## src/rtl/mm3fm_pkg.sv

```systemverilog
// package for the multichannel median-of-three fault monitor
// shared widths, register map, transaction structs and the median function
`timescale 1ns / 1ps

package mm3fm_pkg;

  localparam int unsigned NumChannelsDef = 5;
  localparam int unsigned JackW = 3;
  localparam int unsigned ChanW = 3;
  localparam int unsigned TempW = 16;
  localparam int unsigned PaddrW = 3;
  localparam int unsigned PdataW = 32;

  typedef enum logic {
    RegGrillJack = 1'b0
  } reg_idx_e;

  typedef struct packed {
    logic [ChanW-1:0]        chan;
    logic signed [TempW-1:0] raw;
    logic                    enabled;
  } sample_t;

  typedef struct packed {
    logic [ChanW-1:0]        chan;
    logic signed [TempW-1:0] filt;
    logic                    fault;
    logic                    chg_event;
  } result_t;

  function automatic logic signed [TempW-1:0] median3(
    input logic signed [TempW-1:0] a,
    input logic signed [TempW-1:0] b,
    input logic signed [TempW-1:0] c
  );
    logic signed [TempW-1:0] lo;
    logic signed [TempW-1:0] hi;
    logic signed [TempW-1:0] hc;
    lo = (a < b) ? a : b;
    hi = (a < b) ? b : a;
    hc = (hi < c) ? hi : c;
    median3 = (lo > hc) ? lo : hc;
  endfunction

endpackage

```

## src/rtl/mm3fm_cfg.sv

```systemverilog
// apb-style configuration register block, holds the grill jack selection
// depends on mm3fm_pkg
`timescale 1ns / 1ps

module mm3fm_cfg
  import mm3fm_pkg::*;
(
  input  logic              clk_i,
  input  logic              rst_ni,
  input  logic              psel,
  input  logic              penable,
  input  logic              pwrite,
  input  logic [PaddrW-1:0] paddr,
  input  logic [PdataW-1:0] pwdata,
  output logic [PdataW-1:0] prdata,
  output logic              pready,
  output logic [JackW-1:0]  grill_jack_o
);

  logic [JackW-1:0] grill_jack_q;
  logic             sel_grill;
  logic             wr_grill;

  assign sel_grill = (paddr[PaddrW-1] == RegGrillJack);
  assign wr_grill  = psel && penable && pwrite && pready && sel_grill;
  assign pready    = 1'b1;
  assign prdata    = sel_grill ? {{(PdataW-JackW){1'b0}}, grill_jack_q} : '0;
  assign grill_jack_o = grill_jack_q;

  always_ff @(posedge clk_i or negedge rst_ni) begin
    if (!rst_ni) begin
      grill_jack_q <= '0;
    end else if (wr_grill) begin
      grill_jack_q <= pwdata[JackW-1:0];
    end
  end

endmodule

```

## src/rtl/mm3fm_chan_state.sv

```systemverilog
// per-channel sample rings, warm-up counts and fault flags with the filter datapath
// depends on mm3fm_pkg
`timescale 1ns / 1ps

module mm3fm_chan_state
  import mm3fm_pkg::*;
#(
  parameter int unsigned NUM_CHANNELS = NumChannelsDef
) (
  input  logic    clk_i,
  input  logic    rst_ni,
  input  logic    wr_en_i,
  input  sample_t sample_i,
  output result_t result_o
);

  localparam int unsigned ChIdxW = $clog2(NUM_CHANNELS);

  logic signed [TempW-1:0] ring_q [NUM_CHANNELS][3];
  logic [1:0]              pos_q [NUM_CHANNELS];
  logic [1:0]              warm_q [NUM_CHANNELS];
  logic [NUM_CHANNELS-1:0] seen_q;
  logic [NUM_CHANNELS-1:0] last_q;

  logic [ChIdxW-1:0]       idx;
  logic [1:0]              pos;
  logic [1:0]              pos_d;
  logic [1:0]              warm;
  logic [1:0]              warm_d;
  logic signed [TempW-1:0] r0, r1, r2;
  logic signed [TempW-1:0] filt;
  logic                    fault;
  logic                    seen_d;
  logic                    in_use;

  always_comb begin
    idx    = ChIdxW'(sample_i.chan);
    pos    = (pos_q[idx] == 2'd3) ? 2'd0 : pos_q[idx];
    pos_d  = (pos == 2'd2) ? 2'd0 : pos + 2'd1;
    warm   = warm_q[idx];
    warm_d = (warm < 2'd2) ? warm + 2'd1 : warm;
    r0     = (pos == 2'd0) ? sample_i.raw : ring_q[idx][0];
    r1     = (pos == 2'd1) ? sample_i.raw : ring_q[idx][1];
    r2     = (pos == 2'd2) ? sample_i.raw : ring_q[idx][2];
    filt   = (warm >= 2'd2) ? median3(r0, r1, r2) : sample_i.raw;
    fault  = (filt <= 0);
    seen_d = seen_q[idx] || !fault;
    in_use = (sample_i.chan == '0) || sample_i.enabled;

    result_o.chan      = sample_i.chan;
    result_o.filt      = filt;
    result_o.fault     = fault;
    result_o.chg_event = in_use && seen_d && (fault != last_q[idx]);
  end

  // ring payload, no reset
  always_ff @(posedge clk_i) begin
    if (wr_en_i) begin
      ring_q[idx][pos] <= sample_i.raw;
    end
  end

  always_ff @(posedge clk_i or negedge rst_ni) begin
    if (!rst_ni) begin
      for (int i = 0; i < NUM_CHANNELS; i++) begin
        pos_q[i]  <= '0;
        warm_q[i] <= '0;
      end
      seen_q <= '0;
      last_q <= '0;
    end else if (wr_en_i) begin
      pos_q[idx]  <= pos_d;
      warm_q[idx] <= warm_d;
      seen_q[idx] <= seen_d;
      last_q[idx] <= fault;
    end
  end

`ifndef SYNTHESIS
  a_pos_range: assert property (@(posedge clk_i) disable iff (!rst_ni)
    wr_en_i |=> (pos_q[$past(idx)] != 2'd3))
    else $error("ring position left its range");

  a_warm_sat: assert property (@(posedge clk_i) disable iff (!rst_ni)
    wr_en_i |=> (warm_q[$past(idx)] != 2'd3))
    else $error("warm-up count passed its saturation value");

  a_event_seen: assert property (@(posedge clk_i) disable iff (!rst_ni)
    (wr_en_i && result_o.chg_event) |=> seen_q[$past(idx)])
    else $error("change event on a channel never seen valid");
`endif

endmodule

```

## src/rtl/multichannel_median3_fault_monitor_top.sv

```systemverilog
// Median-of-three temperature filter and fault monitor over NUM_CHANNELS sensor channels.
// One sample transaction is taken every clock cycle while in_stall_o is low; it is first
// held in an input register, and then the channel state is read, filtered and written
// back in the same cycle as the result is captured into the result register, so each
// sample of a channel sees the state left by the sample before it. A sample
// from a jack of NUM_CHANNELS or above gives no result and changes no state.
// depends on mm3fm_pkg, mm3fm_cfg and mm3fm_chan_state
`timescale 1ns / 1ps

module multichannel_median3_fault_monitor_top
  import mm3fm_pkg::*;
#(
  parameter int unsigned NUM_CHANNELS = NumChannelsDef
) (
  input  logic                    clk_i,
  input  logic                    rst_ni,
  input  logic                    psel,
  input  logic                    penable,
  input  logic                    pwrite,
  input  logic [PaddrW-1:0]       paddr,
  input  logic [PdataW-1:0]       pwdata,
  output logic [PdataW-1:0]       prdata,
  output logic                    pready,
  input  logic                    in_valid_i,
  output logic                    in_stall_o,
  input  logic [JackW-1:0]        jack_i,
  input  logic signed [TempW-1:0] raw_temp_i,
  input  logic                    probe_enabled_i,
  output logic                    out_valid_o,
  input  logic                    out_stall_i,
  output logic [ChanW-1:0]        channel_o,
  output logic signed [TempW-1:0] filtered_temp_o,
  output logic                    is_fault_o,
  output logic                    change_event_o
);

  logic [JackW-1:0]        grill_jack;
  logic [JackW-1:0]        gj_eff;

  logic                    s1_valid_q;
  logic [JackW-1:0]        s1_jack_q;
  logic signed [TempW-1:0] s1_raw_q;
  logic                    s1_en_q;

  logic                    s1_hit;
  logic                    s1_move;
  logic                    out_free;
  logic                    in_accept;
  logic                    wr_en;
  sample_t                 sample;
  result_t                 result;

  logic                    out_valid_q;
  result_t                 out_q;

  mm3fm_cfg u_cfg (
    .clk_i        (clk_i),
    .rst_ni       (rst_ni),
    .psel         (psel),
    .penable      (penable),
    .pwrite       (pwrite),
    .paddr        (paddr),
    .pwdata       (pwdata),
    .prdata       (prdata),
    .pready       (pready),
    .grill_jack_o (grill_jack)
  );

  // jack to logical channel mapping
  always_comb begin
    gj_eff = (32'(grill_jack) >= 32'(NUM_CHANNELS)) ? '0 : grill_jack;
    if (s1_jack_q == gj_eff) begin
      sample.chan = '0;
    end else if (s1_jack_q < gj_eff) begin
      sample.chan = ChanW'(s1_jack_q) + ChanW'(1);
    end else begin
      sample.chan = ChanW'(s1_jack_q);
    end
    sample.raw     = s1_raw_q;
    sample.enabled = s1_en_q;
  end

  assign s1_hit     = (32'(s1_jack_q) < 32'(NUM_CHANNELS));
  assign out_free   = !out_valid_q || !out_stall_i;
  assign s1_move    = s1_valid_q && (!s1_hit || out_free);
  assign wr_en      = s1_move && s1_hit;
  assign in_stall_o = s1_valid_q && !s1_move;
  assign in_accept  = in_valid_i && !in_stall_o;

  mm3fm_chan_state #(
    .NUM_CHANNELS (NUM_CHANNELS)
  ) u_chan_state (
    .clk_i    (clk_i),
    .rst_ni   (rst_ni),
    .wr_en_i  (wr_en),
    .sample_i (sample),
    .result_o (result)
  );

  always_ff @(posedge clk_i or negedge rst_ni) begin
    if (!rst_ni) begin
      s1_valid_q  <= 1'b0;
      out_valid_q <= 1'b0;
    end else begin
      if (in_accept) begin
        s1_valid_q <= 1'b1;
      end else if (s1_move) begin
        s1_valid_q <= 1'b0;
      end
      if (wr_en) begin
        out_valid_q <= 1'b1;
      end else if (!out_stall_i) begin
        out_valid_q <= 1'b0;
      end
    end
  end

  // payload registers
  always_ff @(posedge clk_i) begin
    if (in_accept) begin
      s1_jack_q <= jack_i;
      s1_raw_q  <= raw_temp_i;
      s1_en_q   <= probe_enabled_i;
    end
    if (wr_en) begin
      out_q <= result;
    end
  end

  assign out_valid_o     = out_valid_q;
  assign channel_o       = out_q.chan;
  assign filtered_temp_o = out_q.filt;
  assign is_fault_o      = out_q.fault;
  assign change_event_o  = out_q.chg_event;

`ifndef SYNTHESIS
  a_chan_range: assert property (@(posedge clk_i) disable iff (!rst_ni)
    out_valid_o |-> (32'(channel_o) < 32'(NUM_CHANNELS)))
    else $error("result on a channel outside the configured count");

  a_fault_match: assert property (@(posedge clk_i) disable iff (!rst_ni)
    out_valid_o |-> (is_fault_o == (filtered_temp_o <= 0)))
    else $error("fault flag disagrees with filtered temperature");

  a_stall_busy: assert property (@(posedge clk_i) disable iff (!rst_ni)
    in_stall_o |-> (s1_valid_q && s1_hit && out_valid_o && out_stall_i))
    else $error("input stalled with room downstream");

  a_drop_silent: assert property (@(posedge clk_i) disable iff (!rst_ni)
    (s1_valid_q && !s1_hit && out_valid_o && !out_stall_i) |=> !out_valid_o)
    else $error("out-of-range jack produced a result");
`endif

endmodule
```

## config.mk

```make
export PLATFORM = sky130hd
export DESIGN_NAME = multichannel_median3_fault_monitor_top
export DESIGN_NICKNAME = d
export VERILOG_FILES = /design/src/rtl/mm3fm_pkg.sv /design/src/rtl/mm3fm_cfg.sv /design/src/rtl/mm3fm_chan_state.sv /design/src/rtl/multichannel_median3_fault_monitor_top.sv
export SDC_FILE = /design/constraint.sdc
export NUM_CORES = 1
export LEC_CHECK = 0
export BUFFER_PORTS_ARGS = -buffer_cell sky130_fd_sc_hd__buf_2
export CAP_MARGIN = 15
export CELL_PAD_IN_SITES_DETAIL_PLACEMENT = 0
export CELL_PAD_IN_SITES_GLOBAL_PLACEMENT = 1
export CORE_AREA = 5 5 168 186
export CTS_CLUSTER_SIZE = 20
export DETAILED_ROUTE_END_ITERATION = 8
export DIE_AREA = 0 0 173 191
export PLACE_DENSITY_LB_ADDON = 0.1
export SYNTH_ARGS = -nofsm -noshare
export SYNTH_HDL_FRONTEND = slang
export SYNTH_HIERARCHICAL = 1
export SYNTH_SLANG_ARGS = --single-unit
```

## constraint.sdc

```tcl
create_clock -name clk_i -period 27.2 [get_ports clk_i]
set_input_delay 5.44 -clock clk_i [delete_from_list [all_inputs] [get_ports clk_i]]
set_output_delay 5.44 -clock clk_i [all_outputs]
set_load 0.05 [all_outputs]
```

; After elaboration in Yosys (flattened, before gate mapping)
; Memory sizes are Yosys's and may differ from the RTL's.
; Cells that the tools add are included.
[op_classes]
addsub = 3
order_cmp = 15
n_eq_ne = 6
muxes = 41
n_bitwise = 3
reduce_logical = 25
[ops]
columns = operator, count
row1 = $mux 16, 9
row2 = $mux 48, 1
row3 = $demux 16 s2, 1
row4 = $lt 16x16->1, 2
row5 = $bwmux 10, 2
row6 = $gt 16x16->1, 1
row7 = $le 16x1->1 const B, 1
row8 = $mux 2, 8
row9 = $bmux 2 s3, 2
row10 = $logic_and 1x1->1, 12
row11 = $mux 3, 4
row12 = $bwmux 5, 2
row13 = $mux 1, 8
row14 = $bmux 1 s3, 2
row15 = $demux 2 s3, 1
row16 = $ge 3x3->1 const B, 2
row17 = $logic_not 1->1, 6
row18 = $add 2x1->2 const B, 2
row19 = $eq 2x2->1 const B, 2
row20 = $ge 4x4->1 const B, 1
row21 = $logic_or 1x1->1, 4
row22 = $lt 3x4->1 const B, 1
row23 = $lt 4x1->1 const B, 1
row24 = $not 3->4, 1
row25 = 17 further kinds, 17
[totals]
reg_bits = 76
mem_bits_rw = 240
inputBits = 62
out_inout_bits = 56
wordCells = 116
n_memories = 1
[memory_table]
columns = name, words, width, read_ports, rd_ports_with_merged_regs, write_ports, line_no
row1 = u_chan_state.ring_q, 5, 48, 1, 0, 1, mm3fm_chan_state.sv:19  ; logic signed [TempW-1:0] ring_q [NUM_CHANNELS][3];

; Depth between registers and ports, before layout
[logic_depth]
word_depth = 25
depth_mapped = 60
depth_no_buf = 48

; Modules after synthesis
; Netlist, hierarchy kept.
[modules_own_cells]
columns = mod, n_inst, cells_per_inst, area_each_um2, seq_area_each_um2
row1 = mm3fm_chan_state, 1, 1090, 13560.5, 7957.6
row2 = multichannel_median3_fault_monitor_top, 1, 76, 1500.2, 1281.2
row3 = mm3fm_cfg, 1, 42, 402.9, 75.1

; Worst setup path after synthesis
; No wires, ideal clock.
[synth_path]
kind = register to register
from = register u_cfg.grill_jack_q[1] (netlist: u_cfg/grill_jack_o[1])
to = register out_q (netlist bit change_event_o) (data pin)
setup_time_ps = 256
t_arrival_ps = 11515
required_time_ps = 26944
setup_slack_ps = 15429
path_stages_with_launch = 57
path_buffers = 14
synth_period_minus_slack_ps = 11771
cell_sequence = dfrtp_1 > nor2_1 > nand2_1 > ha_1 > and3b_4 > or4_1 > a21boi_1 > buf_6 > buf_2 > buf_1 > buf_1 > clkbuf_1 > nand2b_1 > o22a_1 > inv_1 > ha_1 > clkbuf_1 > clkbuf_1 > (+21 left out) > nor2_1 > buf_2 > clkbuf_1 > nand2_1 > o21ai_0 > ha_1 > nor2b_1 > o21bai_1 > a21boi_0 > o311a_1 > o21ai_1 > clkbuf_1 > clkbuf_1 > mux2i_1 > o21a_1 > o31ai_4 > and3_1 > o22a_1
[synth_lines]
columns = item, line_no
row1 = start: declaration, mm3fm_cfg.sv:20  ; logic [JackW-1:0] grill_jack_q;
row2 = start signal: assignment, mm3fm_cfg.sv:34  ; grill_jack_q <= pwdata[JackW-1:0];
row3 = end signal: assignment, multichannel_median3_fault_monitor_top.sv:126  ; out_q <= result;
row4 = end: declaration, multichannel_median3_fault_monitor_top.sv:54  ; result_t out_q;

==> run metrics <==
Seq/Total Area, Yosys 60.2%; Max-Cap Viols 0; Sink Count 316; R2R depth 45; final wirelength roughly 39 mm; CP startpoint kind flop; Final Hold Vio Count 0; Clock Tree Root clkbuf_16; setup violators final 0; number of synthesized flops with an enable pin approximately 280; Max-slew headroom 21.0%; hold endpoint u_chan_state/seen_q[3]$_DFFE_PN0P_; Final Critical Period 13.07 ns; layout cells sized above 1 about 17%; total setup buffers inserted after CTS 0; core area a little under 0.03 mm2; post-cts gate resize count 0; most frequent cells in the layout edfxtp_1, a21oi_1, nor2_1; DR pass1 iterations 5; cells after synthesis around 1,200; pin count of the biggest net entering global routing 51; number of global-route vias before repair 10,100; RR Startpoint u_cfg/grill_jack_o[1]$_DFFE_PN0P_; post-DP HPWL ~26 mm; Most used DFF post-synth edfxtp_1; CP Capture Type flop; DRC Markers 0; Fmax achieved between 70 and 80 MHz; Hold Path Stages 1; Rows 66; setup ws final ~14 ns; grt ovf 0; Die W roughly 170 um; clk slew on worst S/H paths around 0.060 ns; first-pass GRT wire length just over 60 mm; placed instance count 1,598; WP buf/inv 3; Tcrit/Tclk final between 40 and 50%; vias per inst around 6.1; mapped cell area approximately 0.015 mm2; Data required, critical path 27.47 ns; Layout area overhead 11.2%; Worst Setup Path Type flop to flop; placed cell areas 0.0160 mm2; vias approximately 10,000; fin area around 0.017 mm2; Slew Viols, Final 0; Top Family by Delay on Critical Path compound AO/OA/AOI/OAI gates; input/output buffers 56; status finished, final reports clean; CP max-delay cell nor2b_1; gp weighted congestion approximately 0.94; worst-margin pin slew between 1 and 1.5 ns; CTS H-tree depth 2; post-synth cell types 86; antenna cells 0; IO Pins 118; Synth Area per Inst 12.8 um2; RSZ-0062 raised after global routing no; Syn. warnings 6; Finished Layout Cells around 1,700; WL per Instance about 24 um; Clk Latency, worst-skew pair around 0.53 ns; Hold WC Path Type flop to flop; CTS tree done; dpl ws roughly 14 ns; maximum fanout along the worst path 40; crit path DAT around 13 ns; initial antenna violation count 0; chip height 191 um; r2r setup slk approximately 14 ns; Nets ~1,400; Final TNS setup 0 ns; antenna viol nets, final 0; commonest non-fill, non-tap cell in the layout edfxtp_1; Max clock buf depth 3; Num CTS Buffers 34; CTS hold repair buffers 0; DRT iter0 DRCs 879; largest stage delay on the critical path around 0.53 ns; DIE AREA 0.0330 mm2; gr usage total between 20% and 30%; reg2reg end change_event_o$_DFFE_PP_; Async SR Flop Fraction about 11%; worst hold start u_chan_state/seen_q[3]$_DFFE_PN0P_; Initial Util between 50% and 60%; #FFs+latches synth roughly 320; Setup Skew between 0.015 and 0.02 ns
cell type report:
class,instances,area [um2]
clock buffer,47,950
clock inverter,15,225
fill,2414,12000
inverter,28,106
multi-input combinational,794,5630
sequential,316,9310
tap,374,468
timing repair buffer,86,505
worst register-to-register path, delay by kind of cell, from the launching register on:
family	cells	cell delay [ns]
AO/OA/AOI/OAI	20	6.12
adder cells (fa/ha/maj)	5	1.68
buffers and inverters	3	0.82
flip-flops	1	0.40
AND/OR/NAND/NOR	17	3.77
per-stage QoR:
step | hold slack [ns] | utilization [%]
5_1_grt | 0.506 | 58.8
4_1_cts | 0.479 | 58.8
3_5_place_dp | 0.462 | 54.8
3_3_place_gp | 0.460 | 54.8
6_report | 0.482 | 58.8
2_1_floorplan | 0.442 | -
worst max-delay path by stage:
| stage | startpoint | endpoint | cells after the start |
|---|---|---|---|
| final | u_cfg/grill_jack_o[1]$_DFFE_PN0P_ | change_event_o$_DFFE_PP_ | 45 |
| after global routing | u_cfg/grill_jack_o[1]$_DFFE_PN0P_ | change_event_o$_DFFE_PP_ | 45 |
| after CTS | u_cfg/grill_jack_o[1]$_DFFE_PN0P_ | change_event_o$_DFFE_PP_ | 45 |
| after detailed placement | u_cfg/grill_jack_o[1]$_DFFE_PN0P_ | change_event_o$_DFFE_PP_ | 45 |
| after global placement | u_cfg/grill_jack_o[1]$_DFFE_PN0P_ | change_event_o$_DFFE_PP_ | 45 |
| after floorplan | u_cfg/grill_jack_o[1]$_DFFE_PN0P_ | change_event_o$_DFFE_PP_ | 56 |
cells in the mapped netlist, drive strengths merged (7+ instances only):
| library cell | count | share of area [%] |
|---|---|---|
| a221oi | 38 | 2.2 |
| or2 | 9 | 0.38 |
| nor2 | 94 | 2.4 |
| a22oi | 23 | 1.1 |
| a31oi | 8 | 0.40 |
| mux2 | 35 | 2.6 |
| and3 | 16 | 0.65 |
| inv | 27 | 0.66 |
| clkbuf | 36 | 0.87 |
| a21o | 23 | 1.1 |
| and2 | 14 | 0.57 |
| o21ai | 54 | 1.7 |
| a21oi | 98 | 3.2 |
| ha | 53 | 4.3 |
| mux2i | 59 | 3.9 |
| o21bai | 7 | 0.34 |
| nor2b | 7 | 0.28 |
| nand3 | 12 | 0.39 |
| o21a | 7 | 0.34 |
| nand4 | 9 | 0.36 |
| buf | 62 | 2.8 |
| dfrtp | 35 | 5.7 |
| nand2 | 64 | 1.6 |
| nor3 | 22 | 0.82 |
| a211oi | 31 | 1.5 |
| edfxtp | 281 | 55 |
state kept, by name (all words and copies together), names as in the netlist, 3 cells and up:
name / flops
u_chan_state/last_q: 5
s1_raw_q: 16
s1_jack_q: 3
u_chan_state/seen_q: 5
u_chan_state/warm_q: 10
u_chan_state/ring_q: 240
u_cfg/grill_jack_o: 3
channel_o: 3
u_chan_state/pos_q: 10
filtered_temp_o: 16
layer usage:
| metal | wire length (um) | GRT usage (%) | part of all wire [%] |
|---|---|---|---|
| met5 | 0 | 0 | 0 |
| met4 | 853 | 6.08 | 2.2 |
| met3 | 2250 | 3.54 | 5.7 |
| met2 | 18200 | 37.5 | 47 |
| met1 | 17800 | 34.7 | 45 |
cell families after synthesis:
| kind of cell | after synthesis | synth area share, % |
|---|---|---|
| compound gates | 332 | 14.5 |
| fa+ha+maj | 53 | 4.29 |
| buf+inv | 126 | 4.32 |
| flops | 316 | 60.2 |
| mux | 100 | 7.42 |
| other cells | 2 | 0.0486 |
| simple gates | 279 | 9.22 |
Power is left out: the tool's default activity adds up to more than one toggle a clock period on the data nets, which glitch-free logic cannot reach.
